`src/rtl/a2p_pkg.sv`:
```
// a2p_pkg: shared types and constants for the ADC-to-power converter.
// Used by a2p_ctrl, a2p_datapath and adc_to_power_piecewise_linear.
// Depends on nothing.
`default_nettype none

package a2p_pkg;

    // Fixed field widths
    localparam int ADC_W   = 10;
    localparam int WATT_W  = 12;
    localparam int IDX_W   = 7;
    localparam int POWER_W = 16;
    localparam int SLOPE_W = 16;
    localparam int CNT_W   = 8;
    localparam int CFG_W   = 16;

    // Raw power before clipping: watts*16 plus extrapolated term
    localparam int VAL_W   = 23;

    // Restoring divider produces the 16 quotient bits
    localparam int DIV_STEPS = 16;
    localparam int DCNT_W    = 5;

    // Configuration register indexes
    localparam logic CFG_ENTRIES_USED = 1'b0;
    localparam logic CFG_SLOPE        = 1'b1;

    // Input kinds (tuser)
    localparam logic ACT_WRITE   = 1'b0;
    localparam logic ACT_CONVERT = 1'b1;

    // Datapath commands
    typedef enum logic [4:0] {
        OP_NONE,
        OP_WRITE,
        OP_START,
        OP_EXT_MUL,
        OP_EXT_SUM,
        OP_SEARCH_INIT,
        OP_RD_MID,
        OP_STEP,
        OP_RD_LO,
        OP_EXACT,
        OP_RD_FIRST,
        OP_TAKE_FIRST,
        OP_RD_NEXT,
        OP_FLAT,
        OP_MUL,
        OP_SUM,
        OP_ZERO,
        OP_SAT,
        OP_DIV_INIT,
        OP_DIV_STEP,
        OP_TAKE_QUO,
        OP_EMIT
    } a2p_op_t;

    // Datapath status toward the controller
    typedef struct packed {
        logic above_last;   // sample above last point in use
        logic search_open;  // lo < hi
        logic mid_le;       // read point adc <= sample
        logic hit;          // read point adc == sample
        logic below;        // read point adc > sample, or lo at last
        logic flat;         // neighbour adc not above found point
        logic num_neg;      // interpolation numerator negative
        logic quo_over;     // quotient would exceed 16 bits
        logic div_done;     // divider finished
    } a2p_status_t;

    // Converted result
    typedef struct packed {
        logic [POWER_W-1:0] power;
        logic               exact_hit;
        logic               beyond_table;
        logic               saturated;
    } a2p_result_t;

endpackage

`default_nettype wire

```
`src/rtl/a2p_ctrl.sv`:
```
// a2p_ctrl: sequencer for table writes, extrapolation, binary search, interpolation and divide.
// Drives datapath commands from a2p_datapath status; uses a2p_pkg types.
`default_nettype none

module a2p_ctrl
(
    input  wire logic                  clk,
    input  wire logic                  rst_n,
    input  wire logic                  in_valid,
    input  wire logic                  in_action,
    output logic                       in_ready,
    input  wire logic                  out_busy,
    input  wire a2p_pkg::a2p_status_t  status,
    output a2p_pkg::a2p_op_t           op
);

    typedef enum logic [3:0] {
        S_IDLE,
        S_LAST,
        S_EXT,
        S_SEARCH,
        S_CMP,
        S_A0,
        S_FIRST,
        S_A1,
        S_SUM,
        S_CHK,
        S_DIV,
        S_OUT
    } state_t;

    state_t state_reg;
    state_t state_next;

    assign in_ready = (state_reg == S_IDLE);

    // Choose command and next state
    always_comb
    begin
        op         = a2p_pkg::OP_NONE;
        state_next = state_reg;
        unique case (state_reg)
            S_IDLE:
            begin
                if (in_valid)
                begin
                    if (in_action == a2p_pkg::ACT_CONVERT)
                    begin
                        op         = a2p_pkg::OP_START;
                        state_next = S_LAST;
                    end
                    else
                    begin
                        op = a2p_pkg::OP_WRITE;
                    end
                end
            end
            S_LAST:
            begin
                if (status.above_last)
                begin
                    op         = a2p_pkg::OP_EXT_MUL;
                    state_next = S_EXT;
                end
                else
                begin
                    op         = a2p_pkg::OP_SEARCH_INIT;
                    state_next = S_SEARCH;
                end
            end
            S_EXT:
            begin
                op         = a2p_pkg::OP_EXT_SUM;
                state_next = S_OUT;
            end
            S_SEARCH:
            begin
                if (status.search_open)
                begin
                    op         = a2p_pkg::OP_RD_MID;
                    state_next = S_CMP;
                end
                else
                begin
                    op         = a2p_pkg::OP_RD_LO;
                    state_next = S_A0;
                end
            end
            S_CMP:
            begin
                op         = a2p_pkg::OP_STEP;
                state_next = S_SEARCH;
            end
            S_A0:
            begin
                priority if (status.hit)
                begin
                    op         = a2p_pkg::OP_EXACT;
                    state_next = S_OUT;
                end
                else if (status.below)
                begin
                    op         = a2p_pkg::OP_RD_FIRST;
                    state_next = S_FIRST;
                end
                else
                begin
                    op         = a2p_pkg::OP_RD_NEXT;
                    state_next = S_A1;
                end
            end
            S_FIRST:
            begin
                op         = a2p_pkg::OP_TAKE_FIRST;
                state_next = S_OUT;
            end
            S_A1:
            begin
                if (status.flat)
                begin
                    op         = a2p_pkg::OP_FLAT;
                    state_next = S_OUT;
                end
                else
                begin
                    op         = a2p_pkg::OP_MUL;
                    state_next = S_SUM;
                end
            end
            S_SUM:
            begin
                op         = a2p_pkg::OP_SUM;
                state_next = S_CHK;
            end
            S_CHK:
            begin
                priority if (status.num_neg)
                begin
                    op         = a2p_pkg::OP_ZERO;
                    state_next = S_OUT;
                end
                else if (status.quo_over)
                begin
                    op         = a2p_pkg::OP_SAT;
                    state_next = S_OUT;
                end
                else
                begin
                    op         = a2p_pkg::OP_DIV_INIT;
                    state_next = S_DIV;
                end
            end
            S_DIV:
            begin
                if (status.div_done)
                begin
                    op         = a2p_pkg::OP_TAKE_QUO;
                    state_next = S_OUT;
                end
                else
                begin
                    op = a2p_pkg::OP_DIV_STEP;
                end
            end
            S_OUT:
            begin
                if (!out_busy)
                begin
                    op         = a2p_pkg::OP_EMIT;
                    state_next = S_IDLE;
                end
            end
            default:
            begin
                state_next = S_IDLE;
            end
        endcase
    end

    // Hold state
    always_ff @(posedge clk or negedge rst_n)
    begin
        if (!rst_n)
        begin
            state_reg <= S_IDLE;
        end
        else
        begin
            state_reg <= state_next;
        end
    end

endmodule

`default_nettype wire

```
`src/rtl/a2p_datapath.sv`:
```
// a2p_datapath: calibration table memory, search indices, multipliers and divider.
// Executes a2p_ctrl commands; uses a2p_pkg types and constants.
`default_nettype none

module a2p_datapath
#(
    parameter int TABLE_DEPTH = 128
)
(
    input  wire logic                              clk,
    input  wire a2p_pkg::a2p_op_t                  op,
    input  wire logic [a2p_pkg::IDX_W-1:0]         entry_index,
    input  wire logic [a2p_pkg::ADC_W-1:0]         entry_adc,
    input  wire logic [a2p_pkg::WATT_W-1:0]        entry_watts,
    input  wire logic [a2p_pkg::ADC_W-1:0]         sample,
    input  wire logic [a2p_pkg::CNT_W-1:0]         entries_used,
    input  wire logic [a2p_pkg::SLOPE_W-1:0]       slope,
    output a2p_pkg::a2p_status_t                   status,
    output a2p_pkg::a2p_result_t                   result
);

    localparam int AW    = $clog2(TABLE_DEPTH);
    localparam int ENT_W = a2p_pkg::ADC_W + a2p_pkg::WATT_W;
    localparam int ADC_W = a2p_pkg::ADC_W;
    localparam int WAT_W = a2p_pkg::WATT_W;
    localparam int VAL_W = a2p_pkg::VAL_W;

    // Table memory: watts in upper bits, adc in lower bits
    logic [ENT_W-1:0] mem [TABLE_DEPTH];
    logic [ENT_W-1:0] rdata_reg;
    logic [AW-1:0]    rd_addr;
    logic             wr_en;

    logic [ADC_W-1:0] rd_adc;
    logic [WAT_W-1:0] rd_watts;

    logic [AW-1:0]    last_w;
    logic [AW:0]      mid_sum;
    logic [AW-1:0]    mid_w;

    logic [ADC_W-1:0]    sample_reg;
    logic [AW-1:0]       last_reg;
    logic [AW-1:0]       lo_reg;
    logic [AW-1:0]       hi_reg;
    logic [AW-1:0]       mid_reg;
    logic [ADC_W-1:0]    a0_reg;
    logic [WAT_W-1:0]    w0_reg;
    logic [ADC_W-1:0]    span_reg;
    logic [25:0]         ext_prod_reg;
    logic [21:0]         prod_a_reg;
    logic signed [23:0]  prod_b_reg;
    logic signed [24:0]  sum_reg;
    logic [ADC_W-1:0]    rem_reg;
    logic [15:0]         quo_reg;
    logic [a2p_pkg::DCNT_W-1:0] cnt_reg;
    logic [VAL_W-1:0]    val_reg;
    logic                exact_reg;
    logic                beyond_reg;

    logic [ADC_W-1:0]    span_w;
    logic [ADC_W-1:0]    diff_adc;
    logic signed [12:0]  dwatt_w;
    logic [ADC_W:0]      rem_sh;
    logic                rem_ge;
    logic [27:0]         num_w;

    assign rd_adc   = rdata_reg[ADC_W-1:0];
    assign rd_watts = rdata_reg[ENT_W-1:ADC_W];

    // Clamp entry count to 2..TABLE_DEPTH, give last index
    always_comb
    begin
        priority if (entries_used < a2p_pkg::CNT_W'(2))
        begin
            last_w = AW'(1);
        end
        else if (32'(entries_used) > TABLE_DEPTH)
        begin
            last_w = AW'(TABLE_DEPTH - 1);
        end
        else
        begin
            last_w = AW'(entries_used - a2p_pkg::CNT_W'(1));
        end
    end

    // Upper midpoint of the search window
    assign mid_sum = {1'b0, lo_reg} + {1'b0, hi_reg} + (AW+1)'(1);
    assign mid_w   = mid_sum[AW:1];

    // Read address per command
    always_comb
    begin
        unique case (op)
            a2p_pkg::OP_START:    rd_addr = last_w;
            a2p_pkg::OP_RD_MID:   rd_addr = mid_w;
            a2p_pkg::OP_RD_LO:    rd_addr = lo_reg;
            a2p_pkg::OP_RD_FIRST: rd_addr = '0;
            a2p_pkg::OP_RD_NEXT:  rd_addr = lo_reg + AW'(1);
            default:              rd_addr = last_reg;
        endcase
    end

    // Drop writes beyond the table
    assign wr_en = (op == a2p_pkg::OP_WRITE) && (32'(entry_index) < TABLE_DEPTH);

    // Table write and registered read
    always_ff @(posedge clk)
    begin
        if (wr_en)
        begin
            mem[AW'(entry_index)] <= {entry_watts, entry_adc};
        end
        rdata_reg <= mem[rd_addr];
    end

    // Interpolation operands
    assign span_w   = rd_adc - a0_reg;
    assign diff_adc = sample_reg - a0_reg;
    assign dwatt_w  = $signed({1'b0, rd_watts}) - $signed({1'b0, w0_reg});
    assign num_w    = {sum_reg[23:0], 4'b0000};

    // One restoring divide step
    assign rem_sh = {rem_reg, quo_reg[15]};
    assign rem_ge = (rem_sh >= {1'b0, span_reg});

    // Execute commands
    always_ff @(posedge clk)
    begin
        unique case (op)
            a2p_pkg::OP_START:
            begin
                sample_reg <= sample;
                last_reg   <= last_w;
                exact_reg  <= 1'b0;
                beyond_reg <= 1'b0;
            end
            a2p_pkg::OP_EXT_MUL:
            begin
                ext_prod_reg <= (sample_reg - rd_adc) * slope;
                w0_reg       <= rd_watts;
                beyond_reg   <= 1'b1;
            end
            a2p_pkg::OP_EXT_SUM:
            begin
                val_reg <= VAL_W'({w0_reg, 4'b0000}) + VAL_W'(ext_prod_reg[25:4]);
            end
            a2p_pkg::OP_SEARCH_INIT:
            begin
                lo_reg <= '0;
                hi_reg <= last_reg;
            end
            a2p_pkg::OP_RD_MID:
            begin
                mid_reg <= mid_w;
            end
            a2p_pkg::OP_STEP:
            begin
                if (rd_adc <= sample_reg)
                begin
                    lo_reg <= mid_reg;
                end
                else
                begin
                    hi_reg <= mid_reg - AW'(1);
                end
            end
            a2p_pkg::OP_EXACT:
            begin
                val_reg   <= VAL_W'({rd_watts, 4'b0000});
                exact_reg <= 1'b1;
            end
            a2p_pkg::OP_RD_NEXT:
            begin
                a0_reg <= rd_adc;
                w0_reg <= rd_watts;
            end
            a2p_pkg::OP_TAKE_FIRST:
            begin
                val_reg <= VAL_W'({rd_watts, 4'b0000});
            end
            a2p_pkg::OP_FLAT:
            begin
                val_reg <= VAL_W'({w0_reg, 4'b0000});
            end
            a2p_pkg::OP_MUL:
            begin
                span_reg   <= span_w;
                prod_a_reg <= w0_reg * span_w;
                prod_b_reg <= $signed({1'b0, diff_adc}) * dwatt_w;
            end
            a2p_pkg::OP_SUM:
            begin
                sum_reg <= $signed({3'b000, prod_a_reg}) + {prod_b_reg[23], prod_b_reg};
            end
            a2p_pkg::OP_ZERO:
            begin
                val_reg <= '0;
            end
            a2p_pkg::OP_SAT:
            begin
                val_reg <= VAL_W'(32'd65536);
            end
            a2p_pkg::OP_DIV_INIT:
            begin
                rem_reg <= num_w[25:16];
                quo_reg <= num_w[15:0];
                cnt_reg <= a2p_pkg::DCNT_W'(a2p_pkg::DIV_STEPS);
            end
            a2p_pkg::OP_DIV_STEP:
            begin
                if (rem_ge)
                begin
                    rem_reg <= ADC_W'(rem_sh - {1'b0, span_reg});
                end
                else
                begin
                    rem_reg <= rem_sh[ADC_W-1:0];
                end
                quo_reg <= {quo_reg[14:0], rem_ge};
                cnt_reg <= cnt_reg - a2p_pkg::DCNT_W'(1);
            end
            a2p_pkg::OP_TAKE_QUO:
            begin
                val_reg <= VAL_W'(quo_reg);
            end
            default:
            begin
            end
        endcase
    end

    // Status toward the controller
    always_comb
    begin
        status.above_last  = (sample_reg > rd_adc);
        status.search_open = (lo_reg < hi_reg);
        status.mid_le      = (rd_adc <= sample_reg);
        status.hit         = (rd_adc == sample_reg);
        status.below       = (rd_adc > sample_reg) || (lo_reg >= last_reg);
        status.flat        = (rd_adc <= a0_reg);
        status.num_neg     = sum_reg[24];
        status.quo_over    = (num_w >= {2'b00, span_reg, 16'h0000});
        status.div_done    = (cnt_reg == '0);
    end

    // Clip to 16 bits
    always_comb
    begin
        result.saturated    = |val_reg[VAL_W-1:16];
        result.power        = result.saturated ? 16'hFFFF : val_reg[15:0];
        result.exact_hit    = exact_reg;
        result.beyond_table = beyond_reg;
    end

endmodule

`default_nettype wire

```
`src/rtl/adc_to_power_piecewise_linear.sv`:
```
// adc_to_power_piecewise_linear: top level, stream ports, config registers, output stage.
// Instantiates a2p_ctrl and a2p_datapath; uses a2p_pkg.
//
//  channel | direction | handshake          | payload
//  s_*     | in        | s_tvalid/s_tready  | tdata: index, adc, watts, sample; tuser: action
//  m_*     | out       | m_tvalid/m_tready  | tdata: power; tuser: exact, beyond, saturated
//  cfg_*   | in        | cfg_we             | cfg_index, cfg_data
//
// A table write is done in the idle state. A conversion above the last point extrapolates
// from the last entry with the slope register; an interpolated one uses one memory read
// per search step and a one-bit-per-cycle divider. Reset clears control state and sets
// the configuration registers to defaults; table contents are undefined until written.
// A finished result waits in the output register while the next request is taken.
`default_nettype none

module adc_to_power_piecewise_linear
#(
    parameter int TABLE_DEPTH = 128
)
(
    input  wire logic        clk,
    input  wire logic        rst_n,
    input  wire logic        s_tvalid,
    output logic             s_tready,
    input  wire logic [39:0] s_tdata,   // entry_index[6:0], entry_adc[16:7],
                                        // entry_watts[28:17], sample[38:29]
    input  wire logic        s_tuser,   // action[0]
    output logic             m_tvalid,
    input  wire logic        m_tready,
    output logic [15:0]      m_tdata,   // power[15:0]
    output logic [2:0]       m_tuser,   // exact_hit[0], beyond_table[1], saturated[2]
    input  wire logic        cfg_we,
    input  wire logic        cfg_index,
    input  wire logic [15:0] cfg_data
);

    logic [a2p_pkg::CNT_W-1:0]   entries_used_reg;
    logic [a2p_pkg::SLOPE_W-1:0] slope_reg;

    logic                   m_tvalid_reg;
    logic [15:0]            m_tdata_reg;
    logic [2:0]             m_tuser_reg;

    logic                   out_busy;
    logic                   in_ready;
    a2p_pkg::a2p_op_t       op;
    a2p_pkg::a2p_status_t   status;
    a2p_pkg::a2p_result_t   result;

    assign out_busy = m_tvalid_reg && !m_tready;
    assign s_tready = in_ready;
    assign m_tvalid = m_tvalid_reg;
    assign m_tdata  = m_tdata_reg;
    assign m_tuser  = m_tuser_reg;

    // Configuration registers
    always_ff @(posedge clk or negedge rst_n)
    begin
        if (!rst_n)
        begin
            entries_used_reg <= a2p_pkg::CNT_W'(90);
            slope_reg        <= a2p_pkg::SLOPE_W'(1152);
        end
        else if (cfg_we)
        begin
            unique case (cfg_index)
                a2p_pkg::CFG_ENTRIES_USED: entries_used_reg <= cfg_data[7:0];
                a2p_pkg::CFG_SLOPE:        slope_reg        <= cfg_data;
                default:
                begin
                end
            endcase
        end
    end

    // Output register: load on emit, drop when taken
    always_ff @(posedge clk or negedge rst_n)
    begin
        if (!rst_n)
        begin
            m_tvalid_reg <= 1'b0;
        end
        else if (op == a2p_pkg::OP_EMIT)
        begin
            m_tvalid_reg <= 1'b1;
        end
        else if (m_tready)
        begin
            m_tvalid_reg <= 1'b0;
        end
    end

    always_ff @(posedge clk)
    begin
        if (op == a2p_pkg::OP_EMIT)
        begin
            m_tdata_reg <= result.power;
            m_tuser_reg <= {result.saturated, result.beyond_table, result.exact_hit};
        end
    end

    a2p_ctrl u_ctrl
    (
        .clk       (clk),
        .rst_n     (rst_n),
        .in_valid  (s_tvalid),
        .in_action (s_tuser),
        .in_ready  (in_ready),
        .out_busy  (out_busy),
        .status    (status),
        .op        (op)
    );

    a2p_datapath #(
        .TABLE_DEPTH (TABLE_DEPTH)
    ) u_datapath
    (
        .clk          (clk),
        .op           (op),
        .entry_index  (s_tdata[6:0]),
        .entry_adc    (s_tdata[16:7]),
        .entry_watts  (s_tdata[28:17]),
        .sample       (s_tdata[38:29]),
        .entries_used (entries_used_reg),
        .slope        (slope_reg),
        .status       (status),
        .result       (result)
    );

endmodule

`default_nettype wire
```
`config.mk`:
```
export PLATFORM = sky130hd
export DESIGN_NAME = adc_to_power_piecewise_linear
export DESIGN_NICKNAME = d
export VERILOG_FILES = /design/src/rtl/a2p_pkg.sv /design/src/rtl/a2p_ctrl.sv /design/src/rtl/a2p_datapath.sv /design/src/rtl/adc_to_power_piecewise_linear.sv
export SDC_FILE = /design/constraint.sdc
export NUM_CORES = 2
export LEC_CHECK = 0
export ABC_AREA = 1
export BUFFER_PORTS_ARGS = -buffer_cell sky130_fd_sc_hd__clkbuf_2
export CELL_PAD_IN_SITES_DETAIL_PLACEMENT = 0
export CELL_PAD_IN_SITES_GLOBAL_PLACEMENT = 1
export CORE_MARGIN = 2
export CORE_UTILIZATION = 48
export DETAILED_ROUTE_END_ITERATION = 12
export HOLD_SLACK_MARGIN = 0.1
export PLACE_DENSITY_LB_ADDON = 0.25
export SLEW_MARGIN = 20
export SYNTH_ARGS = -nofsm -noshare
export SYNTH_HDL_FRONTEND = slang
export SYNTH_SLANG_ARGS = --single-unit
```
`constraint.sdc`:
```
create_clock -name clk -period 9.9 [get_ports clk]
set_input_delay 1.485 -clock clk [delete_from_list [all_inputs] [get_ports clk]]
set_output_delay 1.485 -clock clk [all_outputs]
set_load 0.05 [all_outputs]
```
==> metrics <==
via/cell ratio 5.922; RSZ-0062 raised after global routing no; register area 0.09288 mm2; Post-synth ARST share 0.9340%; CP Class reg -> reg; worst min path class reg -> reg; # nets final 13.30k; area growth from synthesis to layout 10.07%; grt ovf 0; share of layout cells above drive strength 1 7.737%; Main synth FF type edfxtp_1; vias in the first global route 96.91k; post-synthesis cell type count 62; CP startpoint u_datapath.w0_reg[1]$_DFFE_PP_; DR pass1 iterations 8; pre-CTS setup slack 1.538 ns; status finished clean; min Tclk post-route 8.415 ns; latest clock arrival within the worst-skew pair 0.94 ns; Antenna Nets Post-Route 0; first-pass GRT wire length 634.0 mm; post_cts resized 0; critical path's slowest cell nor2_1; initial antenna violation count 14; max FFs per register 2816; Setup crit end kind register; setup TNS 0 ns; DRC viols 0; largest net degree at the start of global routing 177; yosys warns 0; Synth Register Bits 3105; R2R Path Start u_datapath.w0_reg[1]$_DFFE_PP_; HPWL Detailed 247.3 mm; Post-synth EDFFs 3054; Multi-input gate area 0.04657 mm2; vias after detailed routing 99.53k; most frequent cells in the layout nand3_1 (3960), edfxtp_1 (3054), nand2_1 (2273); post-CTS setup buffers 0; CTS tree yes; Mapped Cells 12.71k; Sink Count 3105; clk buf depth 4; die area 0.3080 mm2; post-route setup slack 1.485 ns; Hold Startpoint u_datapath.exact_reg$_DFFE_PP_; Die W 555.0 um; mapped cell area 0.1457 mm2; WP data arrival 9.04 ns; Initial Util 48.17%; Finish-stage setup viols 0; Seq/Total Area, Yosys 63.73%; WP data required 10.53 ns; startpoint types register; period utilization 85.00%; Syn Area/Cell 11.47 um2; syn_nets 13.45k; root buf cell clkbuf_16; routed length per placed instance 25.61 um; worst hold margin 0.4626 ns; Max FO, Critical Path 9; routed wire length 430.4 mm; gpl congestion 0.8911; measured slew at the worst slew-check pin 1.214 ns; commonest non-fill, non-tap cell in the layout nand3_1; H-tree depth 5; relative slew slack 18.50%; cts hold-fix bufs 0; IO buf count 82; Rows 202; CP peak stage delay 0.62 ns; CTS clk-pin slew, worst paths 0.06 ns; DR iter-0 viols 10.94k; Hold Fails Final Rpt 0; Die Ht 555.0 um; clock skew 0.05645 ns; Filler Cell Count 25.51k; fmax 0.1188 GHz; Tot GR Track Use 27.49%; Max-Cap Viols 0; area of the core 0.3025 mm2; TritonCTS buffer count 331; Boundary Pins 84; Slew Limit Fails 0
logic make-up (layout without fill, tap and decap cells):
logic type               Yosys count  after routing  share of synthesized area [%]
AO/OA/AOI/OAI                    383            383                          1.478
XOR/XNOR                         151            151                         0.9075
adder cells (fa/ha/maj)          679            679                          7.854
buffers and inverters           1570           1685                          4.825
flip-flops                      3105           3105                          63.73
multiplexers                       1              1                       0.007726
other                              0              7                              0
AND/OR/NAND/NOR                 6817           6817                          21.19
final timing paths:
check / to / slack [ns] / depth (start not counted)
setup / recovery: u_datapath.prod_b_reg[22]$_DFFE_PN_ / 1.49 / 30
hold / removal: m_tuser[0]$_DFFE_PP_ / 0.46 / 0
setup reg to reg: u_datapath.prod_b_reg[22]$_DFFE_PN_ / 1.49 / 30
hold reg to reg: m_tuser[0]$_DFFE_PP_ / 0.46 / 0
max in group asynchronous: slope_reg[9]$_DFFE_PN0P_ / 8.69 / 1
min in group asynchronous: u_ctrl.state_reg[3]$_DFFE_PN0P_ / 0.66 / 1
metrics by stage:
step / instances / area, um2 / utilization (%)
detailed placement: 16207 / 149900 / 49.56
global route: 16800 / 160400 / 53.02
global placement: 16207 / 149900 / 49.55
floorplan: 12706 / 145700 / -
CTS: 16799 / 160400 / 53.01
finish: 16806 / 160400 / 53.02
layout make-up:
class,instances,share of cell area (%)
Sequential cell,3105,57.90
Multi-Input combinational cell,8031,29.03
Clock inverter,178,1.112
Tap cell,3978,3.103
Clock buffer,414,5.410
Timing Repair Buffer,314,1.581
Inverter,779,1.846
Antenna cell,7,0.01092
critical path, delay by kind of cell, from the launching register on:
| kind | cells | cell delay, ns |
|---|---|---|
| and+or+nand+nor | 11 | 1.58 |
| adders and majority gates | 7 | 3.34 |
| xor gates and xnor gates | 1 | 0.14 |
| buffers and inverters | 2 | 0.51 |
| DFF | 1 | 0.58 |
| AOI/OAI and AO/OA | 9 | 1.96 |
synthesized netlist by cell type (all sizes together), types with 7 or more instances:
master	n	share of area, %
inv	762	2.0
a21oi	179	0.62
clkbuf	125	0.32
nand2	2284	5.9
nor4	8	0.034
nand3	3969	14
nand4	21	0.094
ha	286	2.5
nor3	18	0.065
xor2	100	0.60
edfxtp	3054	63
o21ai	120	0.42
dfxtp	22	0.30
clkinv	17	0.045
o211ai	7	0.036
xnor2	51	0.31
a31oi	10	0.043
o21bai	13	0.067
or2	36	0.15
a21o	7	0.036
fa	393	5.4
buf	666	2.5
o21a	9	0.046
dfrtp	23	0.39
nor2	469	1.2
layer usage:
layer,track usage (%),wire length [um]
met2,45.21,206200
met3,4.139,33570
met1,36.89,172400
met5,0.4376,216
met4,10.51,18000
Power is left out: the tool's default activity adds up to more than one toggle a clock period on the data nets, which glitch-free logic cannot reach.
